<file path="config.mk">
export PLATFORM = sky130hd
export DESIGN_NAME = s2x_back_flat
export DESIGN_NICKNAME = d
export VERILOG_FILES = /design/src/rtl/scale2x_pixel_upscaler_core_assert.svh /design/src/rtl/s2x_pkg.sv /design/src/rtl/s2x_block_if.sv /design/src/rtl/s2x_back.sv /design/src/flat_wrapper.sv
export SDC_FILE = /design/constraint.sdc
export NUM_CORES = 1
export LEC_CHECK = 0
export BUFFER_PORTS_ARGS = -buffer_cell sky130_fd_sc_hd__buf_2
export CAP_MARGIN = 15
export CORE_MARGIN = 4
export CORE_UTILIZATION = 25
export CTS_CLUSTER_DIAMETER = 200
export DETAILED_ROUTE_END_ITERATION = 10
export PLACE_DENSITY = 0.54
export SYNTH_ARGS = -nofsm -noshare
export SYNTH_HDL_FRONTEND = slang
export SYNTH_SLANG_ARGS = --single-unit
</file>
<file path="constraint.sdc">
create_clock -name clk -period 10.44 [get_ports clk]
set_clock_uncertainty 0.15 [all_clocks]
set_input_delay 1.044 -clock clk [delete_from_list [all_inputs] [get_ports clk]]
set_output_delay 1.044 -clock clk [all_outputs]
set_load 0.02 [all_outputs]
</file>
<file path="src/rtl/scale2x_pixel_upscaler_core_assert.svh">
// Assertion macros for the Scale2x upscaler.
// Synthesis builds define SYNTH and get empty bodies.
`ifndef SCALE2X_PIXEL_UPSCALER_CORE_ASSERT_SVH
`define SCALE2X_PIXEL_UPSCALER_CORE_ASSERT_SVH

`ifndef SYNTH

// Same-cycle implication
`define S2X_ASSERT_IMP(lbl, clk, rst_n, ante, cons) \
	lbl: assert property (@(posedge clk) disable iff (!rst_n) (ante) |-> (cons)) \
		else $error("scale2x assertion failed");

// Next-cycle implication
`define S2X_ASSERT_NXT(lbl, clk, rst_n, ante, cons) \
	lbl: assert property (@(posedge clk) disable iff (!rst_n) (ante) |=> (cons)) \
		else $error("scale2x assertion failed");

`else

`define S2X_ASSERT_IMP(lbl, clk, rst_n, ante, cons)
`define S2X_ASSERT_NXT(lbl, clk, rst_n, ante, cons)

`endif

`endif

</file>
<file path="src/rtl/s2x_pkg.sv">
package s2x_pkg;

	typedef logic [15:0] pix_t;
	typedef logic [9:0]  coord_t;

	// Configuration port
	localparam int CFG_DW = 11;
	typedef logic [CFG_DW-1:0] cfg_data_t;
	typedef logic [1:0]        cfg_idx_t;
	localparam cfg_idx_t REG_FRAME_WIDTH  = 2'd0;
	localparam cfg_idx_t REG_FRAME_HEIGHT = 2'd1;

	// Blocks one request can produce, in emission order
	localparam int NBLK = 3;
	typedef logic [NBLK-1:0] blk_mask_t;
	typedef logic [1:0]      blk_sel_t;
	localparam blk_sel_t BLK_DELAYED = 2'd0;  // row above, same column
	localparam blk_sel_t BLK_LEFT    = 2'd1;  // last row, one column back
	localparam blk_sel_t BLK_FINAL   = 2'd2;  // last pixel of the frame

	// Work record passed from front to back, neighbors already clamped
	typedef struct packed {
		blk_mask_t mask;
		coord_t    col;
		coord_t    row;
		pix_t      pix;
		pix_t      b0;
		pix_t      d0;
		pix_t      e0;
		pix_t      f0;
		pix_t      b1;
		pix_t      d1;
		pix_t      e1;
		pix_t      b2;
		pix_t      d2;
	} work_t;

	typedef struct packed {
		logic full;
		logic empty;
	} q_stat_t;

	localparam int QDEPTH = 4;
	localparam int QAW    = 2;
	localparam int QCW    = 3;

endpackage

</file>
<file path="src/rtl/s2x_block_if.sv">
interface s2x_block_if;
	logic        valid;
	logic        ready;
	logic [9:0]  src_col;
	logic [9:0]  src_row;
	logic [15:0] top_left;
	logic [15:0] top_right;
	logic [15:0] bottom_left;
	logic [15:0] bottom_right;
	logic        last;

	modport source(output valid, output src_col, output src_row, output top_left,
		output top_right, output bottom_left, output bottom_right, output last,
		input ready);
	modport sink(input valid, input src_col, input src_row, input top_left,
		input top_right, input bottom_left, input bottom_right, input last,
		output ready);
endinterface

</file>
<file path="src/rtl/s2x_back.sv">
module s2x_back import s2x_pkg::*; (
	input  logic        clk,
	input  logic        arst_n,
	input  work_t       head,
	input  q_stat_t     q_stat,
	output logic        pop,
	s2x_block_if.source block_out
);

	typedef struct packed {
		pix_t tl;
		pix_t tr;
		pix_t bl;
		pix_t br;
	} quad_t;

	blk_mask_t done_q, pend, sel_bit;
	blk_sel_t  sel;
	logic      is_last, fire;
	pix_t      nb, nd, ne, nf, nh;
	coord_t    ncol, nrow;
	quad_t     quad;

	logic      out_valid_q;
	coord_t    col_q, row_q;
	quad_t     quad_q;
	logic      last_q;

	// Scale2x rule for one 2x2 block
	function automatic quad_t epx(pix_t b, pix_t d, pix_t e, pix_t f, pix_t h);
		quad_t q;
		q.tl = (d == b && b != f && d != h) ? d : e;
		q.tr = (b == f && b != d && f != h) ? f : e;
		q.bl = (d == h && d != b && h != f) ? d : e;
		q.br = (h == f && d != h && b != f) ? f : e;
		return q;
	endfunction

	// Pick the next pending block of the head entry
	always_comb begin
		pend = head.mask & ~done_q;
		if (pend[BLK_DELAYED]) begin
			sel = BLK_DELAYED;
		end else if (pend[BLK_LEFT]) begin
			sel = BLK_LEFT;
		end else begin
			sel = BLK_FINAL;
		end
		sel_bit = blk_mask_t'(1) << sel;
		is_last = ((pend & ~sel_bit) == '0);
		fire    = !q_stat.empty && (!out_valid_q || block_out.ready);
		pop     = fire && is_last;
	end

	// Neighbor set of the selected block
	always_comb begin
		case (sel)
			BLK_DELAYED: begin
				nb = head.b0; nd = head.d0; ne = head.e0; nf = head.f0; nh = head.pix;
				ncol = head.col;
				nrow = head.row - coord_t'(1);
			end
			BLK_LEFT: begin
				nb = head.b1; nd = head.d1; ne = head.e1; nf = head.pix; nh = head.e1;
				ncol = head.col - coord_t'(1);
				nrow = head.row;
			end
			default: begin
				nb = head.b2; nd = head.d2; ne = head.pix; nf = head.pix; nh = head.pix;
				ncol = head.col;
				nrow = head.row;
			end
		endcase
		quad = epx(nb, nd, ne, nf, nh);
	end

	// Progress through the head entry and output valid
	always_ff @(posedge clk or negedge arst_n) begin
		if (!arst_n) begin
			done_q      <= '0;
			out_valid_q <= 1'b0;
		end else begin
			if (fire) begin
				done_q <= is_last ? '0 : (done_q | sel_bit);
			end
			if (fire) begin
				out_valid_q <= 1'b1;
			end else if (block_out.ready) begin
				out_valid_q <= 1'b0;
			end
		end
	end

	// Output register payload
	always_ff @(posedge clk) begin
		if (fire) begin
			col_q  <= ncol;
			row_q  <= nrow;
			quad_q <= quad;
			last_q <= is_last;
		end
	end

	assign block_out.valid        = out_valid_q;
	assign block_out.src_col      = col_q;
	assign block_out.src_row      = row_q;
	assign block_out.top_left     = quad_q.tl;
	assign block_out.top_right    = quad_q.tr;
	assign block_out.bottom_left  = quad_q.bl;
	assign block_out.bottom_right = quad_q.br;
	assign block_out.last         = last_q;

endmodule

</file>
<file path="src/flat_wrapper.sv">
// flat-port wrapper written by rule: the top's interface ports become plain ports
module s2x_back_flat import s2x_pkg::*;
  (clk, arst_n, head, q_stat, pop, block_out_valid, block_out_src_col, block_out_src_row, block_out_top_left, block_out_top_right, block_out_bottom_left, block_out_bottom_right, block_out_last, block_out_ready);
  s2x_block_if block_out_i ();
  input  logic clk;
  input  logic arst_n;
  input  work_t head;
  input  q_stat_t q_stat;
  output logic pop;
  output wire logic [$bits(block_out_i.valid)-1:0] block_out_valid;
  output wire logic [$bits(block_out_i.src_col)-1:0] block_out_src_col;
  output wire logic [$bits(block_out_i.src_row)-1:0] block_out_src_row;
  output wire logic [$bits(block_out_i.top_left)-1:0] block_out_top_left;
  output wire logic [$bits(block_out_i.top_right)-1:0] block_out_top_right;
  output wire logic [$bits(block_out_i.bottom_left)-1:0] block_out_bottom_left;
  output wire logic [$bits(block_out_i.bottom_right)-1:0] block_out_bottom_right;
  output wire logic [$bits(block_out_i.last)-1:0] block_out_last;
  input wire logic [$bits(block_out_i.ready)-1:0] block_out_ready;
  assign block_out_valid = block_out_i.valid;
  assign block_out_src_col = block_out_i.src_col;
  assign block_out_src_row = block_out_i.src_row;
  assign block_out_top_left = block_out_i.top_left;
  assign block_out_top_right = block_out_i.top_right;
  assign block_out_bottom_left = block_out_i.bottom_left;
  assign block_out_bottom_right = block_out_i.bottom_right;
  assign block_out_last = block_out_i.last;
  assign block_out_i.ready = block_out_ready;
  s2x_back u_core (.clk(clk), .arst_n(arst_n), .head(head), .q_stat(q_stat), .pop(pop), .block_out(block_out_i));
endmodule
</file>
==> flow_summary.yaml <==
outcome:
  outcome: "finished, final reports clean"
grt:
  grt_max_degree: 65
  grt_pass1_vias: 6614
  grt_use_total_pct: 18.7
  overflow: 0
  antenna_found_initial: 15
  grt_pass1_wl_um: 42800
synthesis:
  synth_fp_nets: 923
  synth_ff_type: "edfxtp_1"
  seq_area_frac_synth_pct: 37.7
  avgSynthCellArea_um2: 9.61
  syn_inst: 733
  yosys_register_bits: 89
  synth_cell_types: 64
  synthesis.area_um2: 7040
  yosys_warnings: 0
  synth_edf_count: 85
  async_flop_share_pct: 4.49
clock_network:
  cts_hold_buffers: 0
  cts_buffers: 9
  path_clk_slew_ns: 0.07
  tritoncts: "done"
  postCtsResizedCells: 0
  htree_levels: 3
  cts_setup_buffers: 0
  clockRootBuffer: "clkbuf_16"
  cts.sinks: 89
  clk_latency_ns: 0.34
  cts.path.max_buffers: 2
sta:
  slew_headroom_pct: 36.2
  slew_viol_final: 0
  fin_setup_tns_ns: 0
  max_freq_ghz: 0.213
  setup_viol: 0
  hold_viol_final: 0
  min_period_ns: 4.69
  grt_setup_unrepaired: "false"
  post-route-period-util_pct: 44.9
  worstMarginPinSlew_ns: 0.954
worst_setup_path:
  arrival_ns: 4.60
  worstSetupStartpointType: "input port"
  critPathMaxStageDelay_ns: 0.72
  slowest_stage: "nor2b_4"
  crit_path_max_fanout: 32
  cp.required_ns: 10.35
  cp_cell_sequence: "buf_2 -> nor2b_4 -> buf_4 -> mux2i_1 -> xor2_1 -> nor3_1 -> o22ai_1 -> nor4_4 -> or3b_1 -> buf_4 -> mux2i_1"
  end_kind: "flip-flop"
  crit_type: "in -> reg"
cells_and_area:
  syn_to_final_growth_pct: 28.7
  layout-drive-gt1-share_pct: 32.3
  nFillCells: 3037
  fin_util_pct: 32.6
  nets: 1167
pwr:
  seqPwrFrac_pct: 33.8
  p_sw_w: 0.000458
  pwr-share-clk_pct: 30.9
  pwr-share-comb_pct: 35.2
  leakage_nw: 3.86
  switching_share_pct: 33.9
  vdd_drop_max_uv: 80.0
  intPower_w: 0.000893
  powerDensity_nw_per_um2: 149
route:
  drt_first_pass_iters: 4
  drt_iter0_markers: 518
  drt_wl_total_um: 29900
  vias_per_cell: 4.82
  vias: 6586
  post_drt_wl_per_cell_um: 21.9
  ant_nets: 0
  drc_errors: 0
die:
  fp-row-count: 61
  start_util_pct: 25.3
  io-pin-count: 275
  fp.dieArea_um2: 30900
  die_h_um: 176
  core_um2: 27800
  fp.dieW_um: 176
place:
  place.gp.congestion: 0.925
  dpl.hpwl_um: 24300
  io_buffers: 273
job:
  cap_violations: 0
min_path:
  hold_path.class: "in -> async"
==> placed cells by master, fill, tap and decap left out, types with 3 or more instances in the layout <==
cell type  synthesis  routed
buf_2             12     273
edfxtp_1          85      85
a21oi_1           83      82
mux2i_1           82      82
nand2_1           81      81
xor2_1            79      79
xnor2_1           58      58
nor2_1            28      28
inv_1             21      21
nor3_1            19      19
nand3_1           13      13
nor4_1            12      12
o21ai_0           11      11
o22ai_1            9       9
nor2b_1           10       9
clkbuf_16          0       9
buf_4              7       8
a31oi_1            7       7
diode_2            0       6
o221ai_1           6       6
a31o_2             5       5
nand4_1            5       5
a211oi_1           5       5
bufinv_16          0       5
a221oi_1           4       4
and2_1             4       4
dfrtp_1            4       4
nand2b_1           5       3
or3_1              3       3
a41oi_1            3       3
o21ai_1            3       3
==> metal layers <==
metal  vias up  global-route usage [%]  wire length [µm]
met3        53                    4.33              2140
met1      3106                    25.1             13000
li1       3136                       -                 -
met4        20                    5.91               837
met2       271                    30.0             13800
met5         -                       0               118
==> kinds of logic after synthesis <==
logic type	Yosys count	share of synthesized area, %
muxes	82	11.7
and+or+nand+nor	197	14.0
DFF	89	37.7
xor gates and xnor gates	137	17.0
buffers and inverters	69	5.38
AOI/OAI and AO/OA	157	13.9
adders and majority gates	2	0.355
==> power groups by stage <==
stage	Clock (W)	Combinational, W	Sequential (W)
after global placement	0	0.000468	0.000465
after CTS	0.000428	0.000474	0.000458
after global routing	0.000440	0.000517	0.000461
final	0.000418	0.000476	0.000457
after detailed placement	0	0.000472	0.000466
after floorplan	0	0.000257	0.000512
==> worst max-delay path: cells and delay by family <==
kind / cells / cell delay (ns)
simple gates: 4 / 1.51
buf+inv: 3 / 0.92
mux: 2 / 0.48
xor+xnor: 1 / 0.34
compound gates: 1 / 0.28
==> sequential cells by signal (all words and copies together), names as in the netlist <==
signal / cells
u_core.block_out.bottom_left: 16
u_core.block_out.valid: 1
u_core.done_q: 3
u_core.block_out.src_row: 10
u_core.block_out.bottom_right: 16
u_core.block_out.top_right: 16
u_core.block_out.last: 1
u_core.block_out.src_col: 10
u_core.block_out.top_left: 16
==> stage by stage <==
step                cells  area, µm²  hold WS, ns  setup WS [ns]  total power, W
floorplan             733       7040        0.326           3.34        0.000769
CTS                  1360       9050        0.327           5.77         0.00136
global route         1363       9050        0.335           5.49         0.00142
finish               1366       9060        0.348           5.75         0.00135
global placement     1344       8660        0.367           5.43        0.000934
detailed placement   1344       8660        0.373           5.42        0.000938
==> cell type report <==
type / instances / area, µm² / area share (%)
Tap cell: 378 / 473 / 5.22
Sequential cell: 89 / 2650 / 29.3
Antenna cell: 6 / 15.0 / 0.166
Clock buffer: 10 / 229 / 2.53
Timing Repair Buffer: 281 / 1430 / 15.7
Clock inverter: 6 / 154 / 1.70
Inverter: 21 / 78.8 / 0.870
Multi-Input combinational cell: 575 / 4030 / 44.5
==> final timing paths <==
| check | to | cells after the start | from | slack [ns] |
|---|---|---|---|---|
| worst max register to register | u_core.block_out.bottom_right[10] | 10 | u_core.done_q[1] | 6.15 |
| min in group clk | u_core.done_q[2] | 1 | u_core.done_q[2] | 0.39 |
| worst min-delay path | u_core.done_q[2] | 1 | arst_n | 0.35 |
| worst min register to register | u_core.done_q[2] | 1 | u_core.done_q[2] | 0.39 |
| max in group asynchronous | u_core.block_out.valid | 1 | arst_n | 9.67 |
| worst max-delay path | u_core.block_out.bottom_right[10] | 11 | head[181] | 5.75 |
==> cell usage after synthesis (all sizes together) (5+ instances only) <==
cell type / count / area share (%)
buf: 33 / 3.5
a31o: 5 / 0.62
nor4: 15 / 1.7
nand3: 14 / 1.1
a21oi: 83 / 5.9
nand2b: 5 / 0.44
clkbuf: 15 / 0.80
o21ai: 14 / 1.0
nor3: 20 / 1.6
nor2: 29 / 1.6
nor2b: 10 / 0.89
inv: 21 / 1.1
o221ai: 6 / 0.75
edfxtp: 85 / 36
mux2i: 82 / 12
a221oi: 5 / 0.71
nand4: 5 / 0.44
xnor2: 58 / 7.2
nand2: 83 / 4.6
xor2: 79 / 9.8
o22ai: 9 / 0.80
a31oi: 7 / 0.62
a211oi: 5 / 0.53
Note: power is estimated with default switching activity, not from simulation.
