File: config.mk
export PLATFORM = sky130hd
export DESIGN_NAME = s2x_queue
export DESIGN_NICKNAME = d
export VERILOG_FILES = /design/src/rtl/scale2x_pixel_upscaler_core_assert.svh /design/src/rtl/s2x_pkg.sv /design/src/rtl/s2x_queue.sv
export SDC_FILE = /design/constraint.sdc
export NUM_CORES = 1
export LEC_CHECK = 0
export ABC_AREA = 1
export ABC_CLOCK_PERIOD_IN_PS = 6000
export BUFFER_PORTS_ARGS = -buffer_cell sky130_fd_sc_hd__buf_2
export CAP_MARGIN = 20
export CORE_ASPECT_RATIO = 1.1
export CORE_MARGIN = 1
export CORE_UTILIZATION = 30
export CTS_CLUSTER_SIZE = 12
export DETAILED_ROUTE_END_ITERATION = 8
export SYNTH_ARGS = -nofsm -noshare
export SYNTH_HDL_FRONTEND = slang
export SYNTH_SLANG_ARGS = --single-unit
File: constraint.sdc
create_clock -name clk -period 6 [get_ports clk]
set_input_delay 0.9 -clock clk [delete_from_list [all_inputs] [get_ports clk]]
set_output_delay 0.9 -clock clk [all_outputs]
set_load 0.1 [all_outputs]
File: src/rtl/scale2x_pixel_upscaler_core_assert.svh
// Assertion macros for the Scale2x upscaler.
// Synthesis builds define SYNTH and get empty bodies.
`ifndef SCALE2X_PIXEL_UPSCALER_CORE_ASSERT_SVH
`define SCALE2X_PIXEL_UPSCALER_CORE_ASSERT_SVH

`ifndef SYNTH

// Same-cycle implication
`define S2X_ASSERT_IMP(lbl, clk, rst_n, ante, cons) \
	lbl: assert property (@(posedge clk) disable iff (!rst_n) (ante) |-> (cons)) \
		else $error("scale2x assertion failed");

// Next-cycle implication
`define S2X_ASSERT_NXT(lbl, clk, rst_n, ante, cons) \
	lbl: assert property (@(posedge clk) disable iff (!rst_n) (ante) |=> (cons)) \
		else $error("scale2x assertion failed");

`else

`define S2X_ASSERT_IMP(lbl, clk, rst_n, ante, cons)
`define S2X_ASSERT_NXT(lbl, clk, rst_n, ante, cons)

`endif

`endif

File: src/rtl/s2x_pkg.sv
package s2x_pkg;

	typedef logic [15:0] pix_t;
	typedef logic [9:0]  coord_t;

	// Configuration port
	localparam int CFG_DW = 11;
	typedef logic [CFG_DW-1:0] cfg_data_t;
	typedef logic [1:0]        cfg_idx_t;
	localparam cfg_idx_t REG_FRAME_WIDTH  = 2'd0;
	localparam cfg_idx_t REG_FRAME_HEIGHT = 2'd1;

	// Blocks one request can produce, in emission order
	localparam int NBLK = 3;
	typedef logic [NBLK-1:0] blk_mask_t;
	typedef logic [1:0]      blk_sel_t;
	localparam blk_sel_t BLK_DELAYED = 2'd0;  // row above, same column
	localparam blk_sel_t BLK_LEFT    = 2'd1;  // last row, one column back
	localparam blk_sel_t BLK_FINAL   = 2'd2;  // last pixel of the frame

	// Work record passed from front to back, neighbors already clamped
	typedef struct packed {
		blk_mask_t mask;
		coord_t    col;
		coord_t    row;
		pix_t      pix;
		pix_t      b0;
		pix_t      d0;
		pix_t      e0;
		pix_t      f0;
		pix_t      b1;
		pix_t      d1;
		pix_t      e1;
		pix_t      b2;
		pix_t      d2;
	} work_t;

	typedef struct packed {
		logic full;
		logic empty;
	} q_stat_t;

	localparam int QDEPTH = 4;
	localparam int QAW    = 2;
	localparam int QCW    = 3;

endpackage

File: src/rtl/s2x_queue.sv
module s2x_queue import s2x_pkg::*; (
	input  logic    clk,
	input  logic    arst_n,
	input  logic    push,
	input  work_t   wr,
	input  logic    pop,
	output work_t   rd,
	output q_stat_t stat
);

	work_t            mem_q [QDEPTH];
	logic [QAW-1:0]   wp_q, rp_q;
	logic [QCW-1:0]   cnt_q;

	assign rd         = mem_q[rp_q];
	assign stat.full  = (cnt_q == QCW'(QDEPTH));
	assign stat.empty = (cnt_q == '0);

	// Pointers and fill count
	always_ff @(posedge clk or negedge arst_n) begin
		if (!arst_n) begin
			wp_q  <= '0;
			rp_q  <= '0;
			cnt_q <= '0;
		end else begin
			if (push) begin
				wp_q <= wp_q + QAW'(1);
			end
			if (pop) begin
				rp_q <= rp_q + QAW'(1);
			end
			if (push && !pop) begin
				cnt_q <= cnt_q + QCW'(1);
			end else if (pop && !push) begin
				cnt_q <= cnt_q - QCW'(1);
			end
		end
	end

	// Entry storage
	always_ff @(posedge clk) begin
		if (push) begin
			mem_q[wp_q] <= wr;
		end
	end

endmodule

==> results of run 1 <==
==> state kept, by name, summed over array words and instances, names as in the netlist <==
register	cells
cnt_q	3
rp_q	2
mem_q	732
wp_q	2
==> metrics by stage <==
stage | setup slack (ns) | utilization | instances
3_3_place_gp | 2.368 | 0.3341 | 3751
3_5_place_dp | 2.352 | 0.3341 | 3751
4_1_cts | 1.615 | 0.3584 | 3884
5_1_grt | 1.534 | 0.3584 | 3885
6_report | 1.706 | 0.3585 | 3889
2_1_floorplan | 0.7367 | - | 2183
==> Yosys cell counts, drive strengths merged (2+ instances only) <==
library cell    n
ha              5
dfrtp           7
clkbuf         34
edfxtp        732
xor2            3
buf            89
nor3            2
o211ai        366
nand2         562
inv           378
==> layer usage <==
metal  vias to the layer above  share of wire  GRT usage
met1                      8234           0.42     0.1572
met4                        30          0.022    0.04234
met3                       117          0.087    0.04625
li1                       8343              -          -
met5                         -         0.0028          0
met2                       427           0.47     0.2032
==> area by class of cell <==
type / count / area share
diodes: 5 / 0.0003524
flip-flops and latches: 739 / 0.6243
clock inverters: 34 / 0.008353
inverters: 378 / 0.04103
clock buffers: 99 / 0.05956
multi-input cells: 943 / 0.1582
well taps: 1291 / 0.04550
repair buffers: 400 / 0.06267
==> worst max-delay path by stage <==
| stage | cells after the start | endpoint | startpoint | slack, ns |
|---|---|---|---|---|
| final | 5 | rd[96] | rp_q[1] | 1.71 |
| after global routing | 5 | rd[72] | rp_q[1] | 1.53 |
| after CTS | 5 | rd[96] | rp_q[1] | 1.61 |
| after detailed placement | 5 | rd[95] | rp_q[1] | 2.35 |
| after global placement | 5 | rd[96] | rp_q[1] | 2.37 |
| after floorplan | 3 | mem_q[0][0] | push | 0.74 |
==> logic make-up (layout without fill, tap and decap cells) <==
kind of cell               count (synthesis)  count (layout)  share of synthesized area
adders and majority gates                  6               6                   0.002753
other                                      0               5                          0
AOI/OAI and AO/OA                        367             367                     0.1123
buffers and inverters                    501             911                    0.07428
xor gates and xnor gates                   4               4                   0.001168
DFF                                      739             739                     0.7385
and+or+nand+nor                          566             566                    0.07102
==> flow_summary.toml, run 1 <==
[detailed_routing]
drc_errors = 0
routedWlPerCell_um = 16.59
drt_wl_total_mm = 64.51
vias_per_cell = 4.410
antenna_left = 0
drtIter0Drc = 932
via_count = 17151
first_pass_iters = 5

[grt]
grt_pass1_wl_mm = 98.21
grt_start_max_net_pins = 135
antenna_found_initial = 19
grt_usage = 0.1269
grt_pass1_vias = 17017
grt_overflow = 0

[cts]
cts_resized = 0
cts_buffers = 79
tritoncts = "built"
postCtsSetupBuffers = 0
cts.path.max_buffers = 3
cts_sinks = 739
clk_pin_slew_ns = 0.06
clkLatencyLatePin_ns = 0.63
clockRootBuffer = "clkbuf_16"
htreeDepth = 3
postCtsHoldBufs = 0

[logic_synthesis]
synth_top_flop_cell = "edfxtp_1"
synth-async-reset-ratio = 0.009472
yosysSeqAreaShare = 0.7385
synth_edf_count = 732
yosys.area.top_type_share = 0.7327
syn-num-nets = 2376
synth_seq_cells = 739
synth_area_leaders = "edfxtp_1 73%, nand2_1 7.0%, o211ai_1 6.1%"
yosys_warnings = 0
avgSynthCellArea_um2 = 13.74
synth_top_area_cell = "edfxtp_1"
synth_area_mm2 = 0.03000
ys_types = 20
synth_cells = 2183

[sta]
relSlewSlack = 0.2999
tightest_slew_ns = 1.050
whs_ns = 0.09220
hold_viol = 0
fmax_mhz = 232.9
setup_viol = 0
tns_ns = 0
slew_violations = 0
rsz0062_at_grt = "false"
fin_worst_skew_ns = 0.02678
period_share = 0.7157
period_needed_ns = 4.294

[place]
dpl.hpwl_mm = 38.99
portBuffers = 371
gp_congestion = 0.7937
place_area_mm2 = 0.03308

[finish]
final_common_cell = "edfxtp_1"
drive_gt1_frac = 0.2433
fin_area_mm2 = 0.03550
final_cell_mix = "732 x edfxtp_1, 562 x nand2_1, 373 x inv_1, 371 x buf_2, 243 x o211ai_1"
synthToLayoutAreaGrowth_pct = 18.33
fill_cells = 9487
nets = 2734
multi_input_comb_area_mm2 = 0.005617
regArea_mm2 = 0.02216

[critical_path]
arrival_ns = 3.39
r2r_slack_ns = 3.70
start_kind = "flop"
end_kind = "output pin"
slowest_delay_ns = 0.82
rr_startpoint = "wp_q[1]"
crit_slowest_cell = "inv_8"
timing.critical_path.buf_inv = 3
critPathRequiredTime_ns = 5.10
path_max_fanout = 112
path_class = "reg -> out"
critPathTopFamily = "buffers and inverters"
timing.rr.end = "mem_q[1][27]"
worstPathCellList = "inv_8 -> buf_4 -> o211ai_2 -> nand2_1 -> buf_2"
r2r_cells = 5

[floorplan]
row_count = 121
chipHeight_um = 333.7
die_area_mm2 = 0.1013
initial_utilization = 0.3030
core_region_area_mm2 = 0.09901
ios = 372
die_w_um = 303.5

[run]
maxCapViolCount = 0

[outcome]
status = "finished clean"

[hold_path]
hold_class = "in -> async"
Power of run 1 is left out: the tool's default activity adds up to more than one toggle a clock period on the data nets, which glitch-free logic cannot reach.
==> inputs of run 2 (changes only) <==
Settings changed: ABC_CLOCK_PERIOD_IN_PS 6000 to 4080.
Clock period 6 ns to 4.08 ns, I/O delays scaled along.
==> flow_summary.toml, run 2 (same netlist as run 1, synthesis figures left out) <==
[outcome]
status = "finished clean"

[cts]
cts_sinks = 739
tritoncts = "built"
cts_buffers = 80
clk_pin_slew_ns = 0.07
postCtsSetupBuffers = 0
clockRootBuffer = "clkbuf_16"
cts.path.max_buffers = 3
cts_resized = 0
htreeDepth = 3
clkLatencyLatePin_ns = 0.64

[floorplan]
row_count = 121
die_w_um = 303.5
ios = 372
core_region_area_mm2 = 0.09901
die_area_mm2 = 0.1013
chipHeight_um = 333.7
initial_utilization = 0.3030

[detailed_routing]
via_count = 17320
routedWlPerCell_um = 16.94
drt_wl_total_mm = 66.43
vias_per_cell = 4.416
drtIter0Drc = 762
antenna_left = 0
first_pass_iters = 5
drc_errors = 0

[grt]
grt_pass1_vias = 17007
grt_usage = 0.1294
antenna_found_initial = 18
grt_pass1_wl_mm = 99.84
grt_overflow = 0
grt_start_max_net_pins = 115

[critical_path]
critPathTopFamily = "buffers and inverters"
path_class = "reg -> out"
crit_cells = 4
r2r_slack_ns = 1.72
crit_slowest_cell = "dfrtp_4"
end_kind = "output pin"
critPathRequiredTime_ns = 3.47
crit_start = "rp_q[1]"
path_max_fanout = 113
crit_end = "rd[147]"
timing.critical_path.buf_inv = 2
start_kind = "flop"
arrival_ns = 2.98
rr_startpoint = "wp_q[0]"
slowest_delay_ns = 0.72
r2r_cells = 5
timing.rr.end = "mem_q[2][58]"
worstPathCellList = "buf_12 -> o211ai_1 -> nand2_1 -> buf_2"

[place]
portBuffers = 371
gp_congestion = 0.7535
dpl.hpwl_mm = 41.46

[finish]
drive_gt1_frac = 0.2526
final_cell_mix = "732 x edfxtp_1, 562 x nand2_1, 373 x inv_1, 370 x buf_2, 243 x o211ai_1"
fill_cells = 9548
synthToLayoutAreaGrowth_pct = 19.63
largest_registers = "mem_q (732), cnt_q (3)"
final_common_cell = "edfxtp_1"
largest-register = "mem_q"
nets = 2766
largest_reg_flops = 732

[hold_path]
hold_class = "in -> reg"

[sta]
fin_worst_skew_ns = 0.03229
tightest_slew_ns = 1.087
relSlewSlack = 0.2754
period_share = 0.8792
rsz0062_at_grt = "false"
period_needed_ns = 3.587
tns_ns = 0
slew_violations = 0
setup_viol = 0
fmax_mhz = 278.8
hold_viol = 0

[run]
maxCapViolCount = 0
==> run 2: timing repair <==
item | in CTS | in global routing
endpoints found under the hold margin | 7 | 0
hold buffers | 1 | 0
endpoints found under the setup margin | 0 | 0
==> run 2: area by class of cell <==
cell class | count | area (um^2) | share of cell area
multi-input combinational | 943 | 5617 | 0.1565
sequential | 739 | 22160 | 0.6175
inverter | 378 | 1441 | 0.04016
antenna | 6 | 15.01 | 0.0004183
timing repair buffer | 431 | 2650 | 0.07383
clock buffer | 104 | 2156 | 0.06006
tap | 1291 | 1615 | 0.04500
clock inverter | 30 | 234.0 | 0.006519
==> run 2: worst min-delay path by stage <==
stage,startpoint,endpoint,cells past startpoint
after floorplan,arst_n,cnt_q[0],0
after CTS,wr[95],mem_q[3][95],1
final,wr[95],mem_q[1][95],1
after global placement,cnt_q[2],cnt_q[2],2
after global routing,wr[90],mem_q[0][90],1
after detailed placement,arst_n,cnt_q[2],1
==> run 2: routing by layer <==
| layer | wire (um) | share of wire | GRT usage | vias to the layer above |
|---|---|---|---|---|
| li1 | - | - | - | 8422 |
| met1 | 27970 | 0.42 | 0.1572 | 8317 |
| met2 | 31440 | 0.47 | 0.2138 | 433 |
| met3 | 5522 | 0.083 | 0.04482 | 118 |
| met4 | 1308 | 0.020 | 0.04074 | 30 |
| met5 | 194 | 0.0029 | 0 | - |
==> run 2: stage by stage <==
step | hold WS (ns) | instance area [um^2] | worst slack (ns) | cells | utilization
final | 0.1866 | 35890 | 0.4927 | 3922 | 0.3625
after global routing | 0.1418 | 35880 | 0.3541 | 3916 | 0.3623
after CTS | 0.1207 | 35880 | 0.4328 | 3916 | 0.3623
after detailed placement | 0.5003 | 33480 | 1.164 | 3781 | 0.3381
after global placement | 0.4873 | 33480 | 1.174 | 3781 | 0.3381
after floorplan | 0.3164 | 30020 | 0.09238 | 2183 | -
Power of run 2 is left out for the same reason.
==> inputs of run 3 (changes only) <==
Settings changed: CAP_MARGIN 20 to unset, CELL_PAD_IN_SITES_DETAIL_PLACEMENT set to 2, CELL_PAD_IN_SITES_GLOBAL_PLACEMENT set to 2, PLACE_DENSITY_LB_ADDON set to 0.1.
==> flow_summary.toml, run 3 (same netlist as run 1, synthesis figures left out) <==
[place]
dpl.hpwl_mm = 49.47
dp.cells = 3769
gp_congestion = 0.7212
dp_worst_setup_slack_ns = 1.191
portBuffers = 371

[sta]
setup_viol = 0
tightest_slew_ns = 0.9574
worst_slack_ns = 0.5844
relSlewSlack = 0.3617
period_needed_ns = 3.496
hold_viol = 0
fin_worst_skew_ns = 0.01380
rsz0062_at_grt = "false"
fmax_mhz = 286.1
period_share = 0.8568
slew_violations = 0
tns_ns = 0

[critical_path]
path_class = "reg -> out"
end_kind = "output pin"
start_kind = "flop"
path_max_fanout = 48
worstPathCellList = "buf_4 -> o211ai_1 -> nand2_1 -> buf_2"
slowest_delay_ns = 0.98
critPathRequiredTime_ns = 3.47
crit_slowest_cell = "dfrtp_4"
arrival_ns = 2.88

[cts]
cts_buffers = 85
clk_pin_slew_ns = 0.06
cts_resized = 0
clkLatencyLatePin_ns = 0.65
cts_sinks = 739
postCtsSetupBuffers = 0
htreeDepth = 3
tritoncts = "built"
cts.path.max_buffers = 3
clockRootBuffer = "clkbuf_16"

[finish]
final_cell_mix = "732 x edfxtp_1, 562 x nand2_1, 373 x inv_1, 371 x buf_2, 243 x o211ai_1"
nets = 2759
largest-register = "mem_q"
final_cells = 3936
final_util = 0.3632
fill_cells = 10132
largest_registers = "mem_q (732), cnt_q (3)"
final_common_cell = "edfxtp_1"
synthToLayoutAreaGrowth_pct = 19.86
drive_gt1_frac = 0.2513
largest_reg_flops = 732

[floorplan]
die_area_mm2 = 0.1013
chipHeight_um = 333.7
core_region_area_mm2 = 0.09901
ios = 372
row_count = 121
die_w_um = 303.5
initial_utilization = 0.3030

[grt]
grt_overflow = 0
grt_pass1_vias = 20487
grt_pass1_wl_mm = 122.4
grt_start_max_net_pins = 120
grt_usage = 0.1615
antenna_found_initial = 30

[outcome]
status = "finished clean"

[detailed_routing]
drtIter0Drc = 652
via_count = 18102
routedWlPerCell_um = 20.71
drt_wl_total_mm = 81.51
vias_per_cell = 4.599
first_pass_iters = 4
antenna_left = 0
drc_errors = 0

[hold_path]
hold_class = "in -> reg"

[run]
maxCapViolCount = 0
==> run 3: cell types whose count changed in the layout (fill, tap and decap cells not counted), moves of 3 or more <==
cell       previous run  this run
buf_12               27        18
buf_4                33        29
bufinv_16             3         6
clkbuf_1             21        16
clkbuf_16            83        87
clkinv_1             10        25
clkinv_2             11        15
diode_2               6        11
==> run 3: worst paths after layout <==
path	from	to	slack, ns	depth (start not counted)
worst max register to register	wp_q[1]	mem_q[1][41]	1.68	5
worst max-delay path	rp_q[0]	rd[98]	0.58	4
max in group asynchronous	arst_n	rp_q[1]	3.50	2
worst min register to register	cnt_q[2]	cnt_q[2]	0.53	2
worst min-delay path	wr[164]	mem_q[1][164]	0.17	1
min in group asynchronous	arst_n	rp_q[0]	0.35	2
==> run 3: final cells by class <==
cell class                 count  area (um^2)  area share
sequential                   739        22160      0.6163
multi-input combinational    943         5617      0.1562
timing repair buffer         419         2445     0.06799
clock buffer                 103         2237     0.06221
tap                         1291         1615     0.04492
inverter                     378         1441     0.04008
clock inverter                52        414.1     0.01152
antenna                       11        27.53   0.0007655
==> run 3: through the flow <==
step                      hold slack, ns  instance area (um^2)
after floorplan                   0.3164                 30020
after global placement            0.4826                 33270
after detailed placement          0.4906                 33270
after CTS                         0.1177                 35930
after global routing              0.1434                 35940
final                             0.1697                 35960
==> run 3: timing repair <==
action                     4_1_cts  5_1_grt
setup endpoints to repair        0        0
hold buffers                     1        0
hold endpoints to repair         7        0
==> run 3: routing by layer <==
| layer | wire length [um] | track usage | up-vias |
|---|---|---|---|
| li1 | - | - | 8420 |
| met1 | 32030 | 0.1799 | 9164 |
| met2 | 42480 | 0.2929 | 345 |
| met3 | 4913 | 0.04553 | 139 |
| met4 | 1847 | 0.05128 | 34 |
| met5 | 231 | 0 | - |
==> run 3: worst max-delay path: cells and delay by family (launching register included) <==
family / cells / cell delay, ns
simple gates: 1 / 0.17
flops: 1 / 0.98
compound gates: 1 / 0.14
buf+inv: 2 / 0.89
Power of run 3 is left out for the same reason.
